[config.mk]
export PLATFORM = sky130hd
export DESIGN_NAME = histogram_metric_stats
export DESIGN_NICKNAME = d
export VERILOG_FILES = /design/src/hms_pkg.sv /design/src/hms_div.sv /design/src/hms_dp.sv /design/src/hms_ctrl.sv /design/src/histogram_metric_stats.sv
export SDC_FILE = /design/constraint.sdc
export NUM_CORES = 2
export LEC_CHECK = 0
export BUFFER_PORTS_ARGS = -buffer_cell sky130_fd_sc_hd__buf_4
export CORE_MARGIN = 2
export CORE_UTILIZATION = 50
export CTS_BUF_LIST = sky130_fd_sc_hd__clkbuf_4
export DETAILED_ROUTE_END_ITERATION = 6
export PLACE_DENSITY_LB_ADDON = 0.2
export SLEW_MARGIN = 10
export SYNTH_ARGS = -nofsm -noshare
export SYNTH_HDL_FRONTEND = slang
export SYNTH_SLANG_ARGS = --single-unit
[constraint.sdc]
create_clock -name aclk -period 18.2 [get_ports aclk]
set_input_delay 2.73 -clock aclk [delete_from_list [all_inputs] [get_ports aclk]]
set_output_delay 2.73 -clock aclk [all_outputs]
set_load 0.005 [all_outputs]
[src/hms_pkg.sv]
// ----------------------------------------------------------------------------
// hms_pkg: shared types and constants for histogram_metric_stats
// Bucket bound table, field widths, controller/datapath command and status.
// ----------------------------------------------------------------------------
package hms_pkg;

    localparam int BUCKET_COUNT = 10;
    localparam int COUNT_WIDTH  = 32;

    localparam int VALUE_W   = 32;
    localparam int PCT_W     = 7;
    localparam int SUM_W     = 64;
    localparam int SCALE_W   = 10;
    localparam int MPROD_W   = VALUE_W + SCALE_W;
    localparam int FRAC_W    = 16;
    localparam int BIDX_W    = (BUCKET_COUNT > 1) ? $clog2(BUCKET_COUNT) : 1;
    localparam int EXT_W     = (COUNT_WIDTH > VALUE_W) ? COUNT_WIDTH : VALUE_W;
    localparam int QPROD_W   = COUNT_WIDTH + PCT_W;
    localparam int DVD_W     = (QPROD_W > VALUE_W) ? QPROD_W : VALUE_W;
    localparam int DIV_CNT_W = $clog2(DVD_W + 1);

    localparam logic [SCALE_W-1:0] MILLI_SCALE = 10'd1000;
    localparam logic [PCT_W-1:0]   PCT_MAX     = 7'd100;
    localparam logic [VALUE_W-1:0] VALUE_MAX   = 32'hFFFF_FFFF;

    localparam logic MODE_OBSERVE = 1'b0;
    localparam logic MODE_QUERY   = 1'b1;

    localparam int BOUND_DEPTH = 10;
    localparam int BOUND_IDX_W = 4;
    localparam int WIDX_W      = 5;
    localparam logic [BOUND_IDX_W-1:0] BOUND_LAST = 4'd9;
    localparam logic [VALUE_W-1:0] BOUND_TABLE [BOUND_DEPTH] = '{
        32'd328, 32'd655, 32'd1638, 32'd3277, 32'd6554,
        32'd16384, 32'd32768, 32'd65536, 32'd163840, 32'd327680
    };

    typedef struct packed {
        logic load;
        logic obs_mul;
        logic obs_update;
        logic mean_start;
        logic mean_apply;
        logic q_mul;
        logic target_start;
        logic target_load;
        logic scan_next;
        logic answer_set;
        logic out_load;
    } hms_cmd_t;

    typedef struct packed {
        logic mode;
        logic count_zero;
        logic div_done;
        logic scan_hit;
        logic scan_last;
    } hms_status_t;

    function automatic logic [VALUE_W-1:0] bound_of(input logic [BIDX_W-1:0] idx);
        logic [WIDX_W-1:0] wide_idx;
        wide_idx = WIDX_W'(idx);
        if (wide_idx < WIDX_W'(BOUND_DEPTH)) begin
            return BOUND_TABLE[wide_idx[BOUND_IDX_W-1:0]];
        end
        return BOUND_TABLE[BOUND_LAST];
    endfunction

    function automatic logic [COUNT_WIDTH-1:0] sat_inc(input logic [COUNT_WIDTH-1:0] c);
        return (c == '1) ? c : c + 1'b1;
    endfunction

endpackage

[src/hms_div.sv]
// ----------------------------------------------------------------------------
// hms_div: radix-2 restoring divider
// One quotient bit per cycle; shared by the mean update and the query target.
// ----------------------------------------------------------------------------
module hms_div
    import hms_pkg::*;
(
    input  logic                   aclk,
    input  logic                   aresetn,
    input  logic                   start,
    input  logic [DVD_W-1:0]       dividend,
    input  logic [COUNT_WIDTH-1:0] divisor,
    output logic [DVD_W-1:0]       quotient,
    output logic                   busy,
    output logic                   done
);

    logic                   busy_reg;
    logic                   done_reg;
    logic [DIV_CNT_W-1:0]   cnt_reg;
    logic [COUNT_WIDTH-1:0] rem_reg;
    logic [COUNT_WIDTH-1:0] rem_next;
    logic [COUNT_WIDTH-1:0] dvs_reg;
    logic [DVD_W-1:0]       quo_reg;
    logic [COUNT_WIDTH:0]   shifted;
    logic                   take;

    always_comb begin
        shifted  = {rem_reg, quo_reg[DVD_W-1]};
        take     = (shifted >= {1'b0, dvs_reg});
        rem_next = take ? COUNT_WIDTH'(shifted - {1'b0, dvs_reg}) : shifted[COUNT_WIDTH-1:0];
    end

    always_ff @(posedge aclk) begin
        if (!aresetn) begin
            busy_reg <= 1'b0;
            done_reg <= 1'b0;
            cnt_reg  <= '0;
        end else begin
            done_reg <= 1'b0;
            if (start) begin
                busy_reg <= 1'b1;
                cnt_reg  <= DIV_CNT_W'(DVD_W);
            end else if (busy_reg) begin
                cnt_reg <= cnt_reg - 1'b1;
                if (cnt_reg == DIV_CNT_W'(1)) begin
                    busy_reg <= 1'b0;
                    done_reg <= 1'b1;
                end
            end
        end
    end

    always_ff @(posedge aclk) begin
        if (start) begin
            rem_reg <= '0;
            quo_reg <= dividend;
            dvs_reg <= divisor;
        end else if (busy_reg) begin
            rem_reg <= rem_next;
            quo_reg <= {quo_reg[DVD_W-2:0], take};
        end
    end

    assign quotient = quo_reg;
    assign busy     = busy_reg;
    assign done     = done_reg;

endmodule

[src/hms_dp.sv]
// ----------------------------------------------------------------------------
// hms_dp: histogram datapath
// Buckets, count, millis sum, min/max/mean, query target and bucket scan,
// and the result register.
// ----------------------------------------------------------------------------
module hms_dp
    import hms_pkg::*;
(
    input  logic                aclk,
    input  logic                aresetn,
    input  hms_cmd_t            cmd,
    output hms_status_t         status,
    input  logic                s_mode,
    input  logic [VALUE_W-1:0]  s_sample_value,
    input  logic [PCT_W-1:0]    s_percent,
    output logic [VALUE_W-1:0]  m_answer_bound,
    output logic [VALUE_W-1:0]  m_min_seen,
    output logic [VALUE_W-1:0]  m_max_seen,
    output logic [VALUE_W-1:0]  m_mean_seen,
    output logic [VALUE_W-1:0]  m_sample_count,
    output logic [SUM_W-1:0]    m_sum_milli
);

    logic [COUNT_WIDTH-1:0] bucket_reg [BUCKET_COUNT];
    logic [COUNT_WIDTH-1:0] total_reg;
    logic [SUM_W-1:0]       sum_reg;
    logic [VALUE_W-1:0]     min_reg;
    logic [VALUE_W-1:0]     max_reg;
    logic [VALUE_W-1:0]     mean_reg;

    logic                   mode_reg;
    logic [VALUE_W-1:0]     value_reg;
    logic [PCT_W-1:0]       pct_reg;
    logic [MPROD_W-1:0]     mprod_reg;
    logic [QPROD_W-1:0]     qprod_reg;
    logic [VALUE_W-1:0]     diff_reg;
    logic                   up_reg;
    logic [COUNT_WIDTH-1:0] target_reg;
    logic [BIDX_W-1:0]      scan_idx_reg;
    logic [VALUE_W-1:0]     answer_reg;

    logic [VALUE_W-1:0]     out_answer_reg;
    logic [VALUE_W-1:0]     out_min_reg;
    logic [VALUE_W-1:0]     out_max_reg;
    logic [VALUE_W-1:0]     out_mean_reg;
    logic [VALUE_W-1:0]     out_count_reg;
    logic [SUM_W-1:0]       out_sum_reg;

    logic [PCT_W-1:0]       pct_clamped;
    logic [EXT_W-1:0]       count_ext;
    logic [VALUE_W-1:0]     count_out;
    logic                   first_obs;
    logic                   div_start;
    logic [DVD_W-1:0]       div_dividend;
    logic [COUNT_WIDTH-1:0] div_divisor;
    logic [DVD_W-1:0]       div_quotient;
    logic                   div_busy;
    logic                   div_done;
    logic                   order_ok;

    always_comb begin
        pct_clamped  = (pct_reg > PCT_MAX) ? PCT_MAX : pct_reg;
        count_ext    = EXT_W'(total_reg);
        count_out    = (count_ext > EXT_W'(VALUE_MAX)) ? VALUE_MAX : count_ext[VALUE_W-1:0];
        first_obs    = (total_reg == '0);
        div_start    = cmd.mean_start | cmd.target_start;
        div_dividend = cmd.mean_start ? DVD_W'(diff_reg) : DVD_W'(qprod_reg);
        div_divisor  = cmd.mean_start ? total_reg : COUNT_WIDTH'(PCT_MAX);
    end

    hms_div u_div (
        .aclk     (aclk),
        .aresetn  (aresetn),
        .start    (div_start),
        .dividend (div_dividend),
        .divisor  (div_divisor),
        .quotient (div_quotient),
        .busy     (div_busy),
        .done     (div_done)
    );

    always_comb begin
        status.mode       = mode_reg;
        status.count_zero = first_obs;
        status.div_done   = div_done;
        status.scan_hit   = (bucket_reg[scan_idx_reg] >= target_reg);
        status.scan_last  = (scan_idx_reg == BIDX_W'(BUCKET_COUNT - 1));
    end

    // statistics state
    always_ff @(posedge aclk) begin
        if (!aresetn) begin
            for (int i = 0; i < BUCKET_COUNT; i++) begin
                bucket_reg[i] <= '0;
            end
            total_reg <= '0;
            sum_reg   <= '0;
            min_reg   <= '0;
            max_reg   <= '0;
            mean_reg  <= '0;
        end else begin
            if (cmd.obs_update) begin
                sum_reg   <= sum_reg + SUM_W'(mprod_reg[MPROD_W-1:FRAC_W]);
                total_reg <= sat_inc(total_reg);
                for (int i = 0; i < BUCKET_COUNT; i++) begin
                    if (value_reg <= bound_of(BIDX_W'(i))) begin
                        bucket_reg[i] <= sat_inc(bucket_reg[i]);
                    end
                end
                if (first_obs) begin
                    min_reg  <= value_reg;
                    max_reg  <= value_reg;
                    mean_reg <= value_reg;
                end else begin
                    if (value_reg < min_reg) begin
                        min_reg <= value_reg;
                    end
                    if (value_reg > max_reg) begin
                        max_reg <= value_reg;
                    end
                end
            end
            if (cmd.mean_apply) begin
                mean_reg <= up_reg ? mean_reg + div_quotient[VALUE_W-1:0]
                                   : mean_reg - div_quotient[VALUE_W-1:0];
            end
        end
    end

    // per-transaction working registers
    always_ff @(posedge aclk) begin
        if (cmd.load) begin
            mode_reg   <= s_mode;
            value_reg  <= s_sample_value;
            pct_reg    <= s_percent;
            answer_reg <= '0;
        end
        if (cmd.obs_mul) begin
            mprod_reg <= MPROD_W'(value_reg) * MPROD_W'(MILLI_SCALE);
            up_reg    <= (value_reg >= mean_reg);
            diff_reg  <= (value_reg >= mean_reg) ? value_reg - mean_reg : mean_reg - value_reg;
        end
        if (cmd.q_mul) begin
            qprod_reg <= QPROD_W'(total_reg) * QPROD_W'(pct_clamped);
        end
        if (cmd.target_load) begin
            target_reg   <= div_quotient[COUNT_WIDTH-1:0];
            scan_idx_reg <= '0;
        end
        if (cmd.scan_next) begin
            scan_idx_reg <= scan_idx_reg + 1'b1;
        end
        if (cmd.answer_set) begin
            answer_reg <= bound_of(scan_idx_reg);
        end
        if (cmd.out_load) begin
            out_answer_reg <= answer_reg;
            out_min_reg    <= min_reg;
            out_max_reg    <= max_reg;
            out_mean_reg   <= mean_reg;
            out_count_reg  <= count_out;
            out_sum_reg    <= sum_reg;
        end
    end

    assign m_answer_bound = out_answer_reg;
    assign m_min_seen     = out_min_reg;
    assign m_max_seen     = out_max_reg;
    assign m_mean_seen    = out_mean_reg;
    assign m_sample_count = out_count_reg;
    assign m_sum_milli    = out_sum_reg;

    always_comb begin
        order_ok = 1'b1;
        for (int i = 0; i < BUCKET_COUNT - 1; i++) begin
            if (bucket_reg[i] > bucket_reg[i+1]) begin
                order_ok = 1'b0;
            end
        end
    end

    a_bucket_cumulative: assert property (@(posedge aclk) disable iff (!aresetn)
        order_ok)
        else $error("bucket counts not cumulative");

    a_total_covers_buckets: assert property (@(posedge aclk) disable iff (!aresetn)
        total_reg >= bucket_reg[BUCKET_COUNT-1])
        else $error("bucket count exceeds total count");

    a_mean_in_range: assert property (@(posedge aclk) disable iff (!aresetn)
        (min_reg <= mean_reg) && (mean_reg <= max_reg))
        else $error("mean outside min/max");

    a_div_start_idle: assert property (@(posedge aclk) disable iff (!aresetn)
        div_start |-> !div_busy)
        else $error("divider restarted while busy");

endmodule

[src/hms_ctrl.sv]
// ----------------------------------------------------------------------------
// hms_ctrl: transaction sequencer
// Steps the datapath through observe and query, owns both handshakes.
// ----------------------------------------------------------------------------
module hms_ctrl
    import hms_pkg::*;
(
    input  logic        aclk,
    input  logic        aresetn,
    input  logic        s_valid,
    output logic        s_ready,
    output logic        m_valid,
    input  logic        m_ready,
    output hms_cmd_t    cmd,
    input  hms_status_t status
);

    typedef enum logic [8:0] {
        ST_IDLE      = 9'b000000001,
        ST_START     = 9'b000000010,
        ST_OBS_UPD   = 9'b000000100,
        ST_MEAN_GO   = 9'b000001000,
        ST_MEAN_WAIT = 9'b000010000,
        ST_Q_GO      = 9'b000100000,
        ST_Q_WAIT    = 9'b001000000,
        ST_Q_SCAN    = 9'b010000000,
        ST_DONE      = 9'b100000000
    } state_t;

    state_t state_reg;
    state_t state_next;
    logic   m_valid_reg;
    logic   out_free;

    assign out_free = !m_valid_reg || m_ready;

    always_comb begin
        state_next = state_reg;
        cmd        = '0;
        s_ready    = 1'b0;
        case (state_reg)
            ST_IDLE: begin
                s_ready = 1'b1;
                if (s_valid) begin
                    cmd.load   = 1'b1;
                    state_next = ST_START;
                end
            end
            ST_START: begin
                if (status.mode == MODE_QUERY) begin
                    if (status.count_zero) begin
                        state_next = ST_DONE;
                    end else begin
                        cmd.q_mul  = 1'b1;
                        state_next = ST_Q_GO;
                    end
                end else begin
                    cmd.obs_mul = 1'b1;
                    state_next  = ST_OBS_UPD;
                end
            end
            ST_OBS_UPD: begin
                cmd.obs_update = 1'b1;
                state_next     = status.count_zero ? ST_DONE : ST_MEAN_GO;
            end
            ST_MEAN_GO: begin
                cmd.mean_start = 1'b1;
                state_next     = ST_MEAN_WAIT;
            end
            ST_MEAN_WAIT: begin
                if (status.div_done) begin
                    cmd.mean_apply = 1'b1;
                    state_next     = ST_DONE;
                end
            end
            ST_Q_GO: begin
                cmd.target_start = 1'b1;
                state_next       = ST_Q_WAIT;
            end
            ST_Q_WAIT: begin
                if (status.div_done) begin
                    cmd.target_load = 1'b1;
                    state_next      = ST_Q_SCAN;
                end
            end
            ST_Q_SCAN: begin
                if (status.scan_hit || status.scan_last) begin
                    cmd.answer_set = 1'b1;
                    state_next     = ST_DONE;
                end else begin
                    cmd.scan_next = 1'b1;
                end
            end
            ST_DONE: begin
                if (out_free) begin
                    cmd.out_load = 1'b1;
                    state_next   = ST_IDLE;
                end
            end
            default: begin
                state_next = ST_IDLE;
            end
        endcase
    end

    always_ff @(posedge aclk) begin
        if (!aresetn) begin
            state_reg   <= ST_IDLE;
            m_valid_reg <= 1'b0;
        end else begin
            state_reg <= state_next;
            if (cmd.out_load) begin
                m_valid_reg <= 1'b1;
            end else if (m_ready) begin
                m_valid_reg <= 1'b0;
            end
        end
    end

    assign m_valid = m_valid_reg;

endmodule

[src/histogram_metric_stats.sv]
// ----------------------------------------------------------------------------
// histogram_metric_stats: cumulative bucket latency histogram
// Records Q16.16 observations into ten cumulative buckets with count, millis
// sum, min, max and running mean, and answers percentile queries.
// ----------------------------------------------------------------------------
// One transaction is worked at a time. An observation updates the running mean
// through the DVD_W-step (39 at the default count width) radix-2 divider; the
// first observation after reset skips the divider. A query reuses the same
// divider for floor(count*percent/100) and then scans the buckets one per
// cycle until it finds the answer; a query on an empty histogram skips both.
// Results sit in an output register, so the next transaction is accepted
// while the previous result waits for m_ready.
module histogram_metric_stats
    import hms_pkg::*;
(
    input  logic               aclk,
    input  logic               aresetn,
    input  logic               s_valid,
    output logic               s_ready,
    input  logic               s_mode,
    input  logic [VALUE_W-1:0] s_sample_value,
    input  logic [PCT_W-1:0]   s_percent,
    output logic               m_valid,
    input  logic               m_ready,
    output logic [VALUE_W-1:0] m_answer_bound,
    output logic [VALUE_W-1:0] m_min_seen,
    output logic [VALUE_W-1:0] m_max_seen,
    output logic [VALUE_W-1:0] m_mean_seen,
    output logic [VALUE_W-1:0] m_sample_count,
    output logic [SUM_W-1:0]   m_sum_milli
);

    hms_cmd_t    cmd;
    hms_status_t status;

    hms_ctrl u_ctrl (
        .aclk    (aclk),
        .aresetn (aresetn),
        .s_valid (s_valid),
        .s_ready (s_ready),
        .m_valid (m_valid),
        .m_ready (m_ready),
        .cmd     (cmd),
        .status  (status)
    );

    hms_dp u_dp (
        .aclk           (aclk),
        .aresetn        (aresetn),
        .cmd            (cmd),
        .status         (status),
        .s_mode         (s_mode),
        .s_sample_value (s_sample_value),
        .s_percent      (s_percent),
        .m_answer_bound (m_answer_bound),
        .m_min_seen     (m_min_seen),
        .m_max_seen     (m_max_seen),
        .m_mean_seen    (m_mean_seen),
        .m_sample_count (m_sample_count),
        .m_sum_milli    (m_sum_milli)
    );

endmodule
==> results.yml <==
status:
  outcome: "finished, final reports clean"
sta:
  maxSlewViolCount: 0
  fin_crit_ns: 7.657
  final_hold_viol_count: 0
  fin_crit_sh: 0.4207
  fin_skew_ns: 0.1149
  fmax_ghz: 0.1306
  rsz0062_at_grt: "no"
  whs_ns: 0.4056
  tightest_slew_ns: 1.214
  setup_tns_ns: 0
  relSlewSlack: 0.1872
  setup_violations: 0
  layout_setup_ws_ns: 10.54
placed_design:
  gp_congestion: 0.9097
  postPlaceCellArea_um2: 71890
  place_ws_ns: 10.73
  dpl.hpwl_mm: 133.7
  portBuffers: 255
  dp.cells: 8424
final_layout:
  multi_input_area_um2: 36760
  regArea_um2: 28690
  syn2layout_area_growth_pct: 11.30
  fillers: 11871
  drive_gt1_frac: 0.1323
  final_cell_area_um2: 75760
  largest_reg_flops: 320
  nets: 7739
  final_util: 0.5599
  post_layout_nonfiller_instances: 8962
die:
  fp.dieH_um: 373.0
  core_um2: 135300
  ioPinCount: 270
  floorplan.initialDensity: 0.5031
  dieArea_um2: 139100
  die_x_um: 373.0
  rows: 135
clocking:
  cts_setup_buffers: 0
  cts_tree: "done"
  clkLatencyLatePin_ns: 1.24
  clk_path_buf_depth: 4
  ctsResizeCount: 0
  numCtsBuffers: 311
  cts.htree.levels: 5
  cts_hold_buf: 0
  path_clk_slew_ns: 0.07
  cts-root-buf: "clkbuf_4"
  cts.sinks: 1037
logic_synthesis:
  synth_cell_types: 87
  synth-seq-cells: 1037
  yosysSeqAreaShare: 0.4213
  synthesis.instances: 6567
  synthFlopType: "edfxtp_1"
  yosys_warnings: 0
  syn_avg_cell_area_um2: 10.37
  synth_edf_count: 791
  ys_async_sr_fraction: 0
  syn_area_um2: 68070
pwr:
  power.leakage_nw: 30.61
  powerDensity_nw_per_um2: 125.7
  report.power.total_mw: 9.522
  vdd_ir_drop_max_mv: 0.2678
critical_path:
  critPathMaxFanout: 33
  cp-end-kind: "flop"
  startpoint_type: "flop"
  rrSetupSlack_ns: 10.54
  cp.required_ns: 19.12
  reg2reg_depth: 19
  critPathKind: "flop to flop"
  r2r_start: "u_dp.pct_reg[6]$_DFFE_PP_"
  r2r_end: "u_dp.qprod_reg[38]$_DFFE_PP_"
  arrival_ns: 8.58
drt:
  vias: 51026
  routed_wl_mm: 184.1
  via_per_inst: 5.694
  ant_nets: 0
  drc_errors: 0
  first_pass_iters: 6
  drtIter0Drc: 4389
  routedWlPerCell_um: 20.54
min_path:
  hold_class: "flop to flop"
  min_to: "u_dp.target_reg[23]$_DFFE_PP_"
  hp-start: "u_dp.u_div.quotient[23]$_DFFE_PP_"
  min_path_cells: 0
global_routing:
  grt.overflow.total: 0
  first_global_vias: 50127
  grt_max_degree: 87
  grt_pass1_wl_mm: 287.7
  gr-usage-all-layers: 0.2613
  antenna_found_initial: 7
run:
  cap_viol_max_count: 0
## critical path: stages, from the launching register on
cell,delay [ns]
edfxtp_1,1.08
nand2_1,0.18
a21oi_1,0.28
or2_2,0.58
and2_1,0.24
fa_1,0.43
fa_1,0.50
fa_1,0.53
fa_1,0.52
ha_1,0.42
a21o_1,0.21
a21o_1,0.18
a22o_1,0.26
o31a_1,0.34
a311oi_2,0.50
o2bb2ai_1,0.19
or4_1,0.45
a31o_1,0.24
a21oi_2,0.14
xnor2_1,0.07
## layout by cell type, fill, tap and decap left out, types with 271 or more instances in the layout
cell,n
edfxtp_1,791
nor2_1,674
nand2_1,544
ha_1,468
clkbuf_4,461
inv_1,439
a21oi_1,340
buf_4,340
xor2_1,278
fa_1,271
## how the worst max path moves through the flow
| stage | endpoint | start | depth (start not counted) |
|---|---|---|---|
| after floorplan | u_dp.m_answer_bound[0]$_DFFE_PP_ | m_ready | 2 |
| after global routing | u_dp.qprod_reg[38]$_DFFE_PP_ | u_dp.pct_reg[6]$_DFFE_PP_ | 19 |
| after CTS | u_dp.qprod_reg[38]$_DFFE_PP_ | u_dp.pct_reg[6]$_DFFE_PP_ | 19 |
| after global placement | u_dp.qprod_reg[38]$_DFFE_PP_ | u_dp.pct_reg[6]$_DFFE_PP_ | 19 |
| after detailed placement | u_dp.qprod_reg[38]$_DFFE_PP_ | u_dp.pct_reg[6]$_DFFE_PP_ | 19 |
| final | u_dp.qprod_reg[38]$_DFFE_PP_ | u_dp.pct_reg[6]$_DFFE_PP_ | 19 |
## cells in the mapped netlist (all sizes together) (52+ instances only)
master | number | area [µm²]
mux4 | 64 | 1441
a21o | 142 | 1066
nand3 | 192 | 960.9
dfxtp | 246 | 4925
nand4 | 113 | 706.9
buf | 52 | 301.5
nor3 | 96 | 503.0
a211oi | 89 | 668.1
inv | 441 | 1655
fa | 271 | 5425
xnor2 | 252 | 2207
o21ai | 205 | 1026
mux2i | 138 | 1381
nor2b | 81 | 506.7
clkbuf | 225 | 844.6
and3 | 163 | 1020
a21oi | 341 | 1710
and2 | 185 | 1157
ha | 468 | 5856
xor2 | 278 | 2435
nor2 | 677 | 2541
nand2 | 545 | 2046
edfxtp | 791 | 23750
## where the power goes
part / leakage (nW) / total (mW) / switching [mW] / internal, mW
Clock: 2.32 / 2.26 / 1.05 / 1.21
Combinational: 18.6 / 4.27 / 2.58 / 1.69
Sequential: 9.65 / 2.99 / 0.114 / 2.88
Total: 30.6 / 9.52 / 3.74 / 5.78
## final cells by class
cell class	instances	area share
multi-input combinational	4823	0.4852
sequential	1037	0.3787
clock inverter	71	0.005120
tap	1781	0.02941
clock buffer	461	0.04568
antenna	6	0.0001982
inverter	443	0.02200
timing repair buffer	340	0.03369
## kinds of logic after synthesis
logic type / after synthesis / synth area share
buffers and inverters: 720 / 0.04127
muxes: 204 / 0.04180
adders and majority gates: 739 / 0.1657
AOI/OAI and AO/OA: 1080 / 0.1013
and+or+nand+nor: 2256 / 0.1603
xor gates and xnor gates: 530 / 0.06820
DFF: 1037 / 0.4213
other: 1 / 0.00005509
## metal layers
| metal | vias to the layer above | share of wire | global-route usage | routed length, µm |
|---|---|---|---|---|
| met1 | 24921 | 0.46 | 0.3706 | 83800 |
| met5 | - | 0 | 0 | 0 |
| li1 | 24135 | - | - | - |
| met3 | 308 | 0.062 | 0.04300 | 11370 |
| met2 | 1662 | 0.46 | 0.4108 | 84470 |
| met4 | 0 | 0.024 | 0.07892 | 4434 |
No activity file was read; power rests on OpenSTA's default activity.
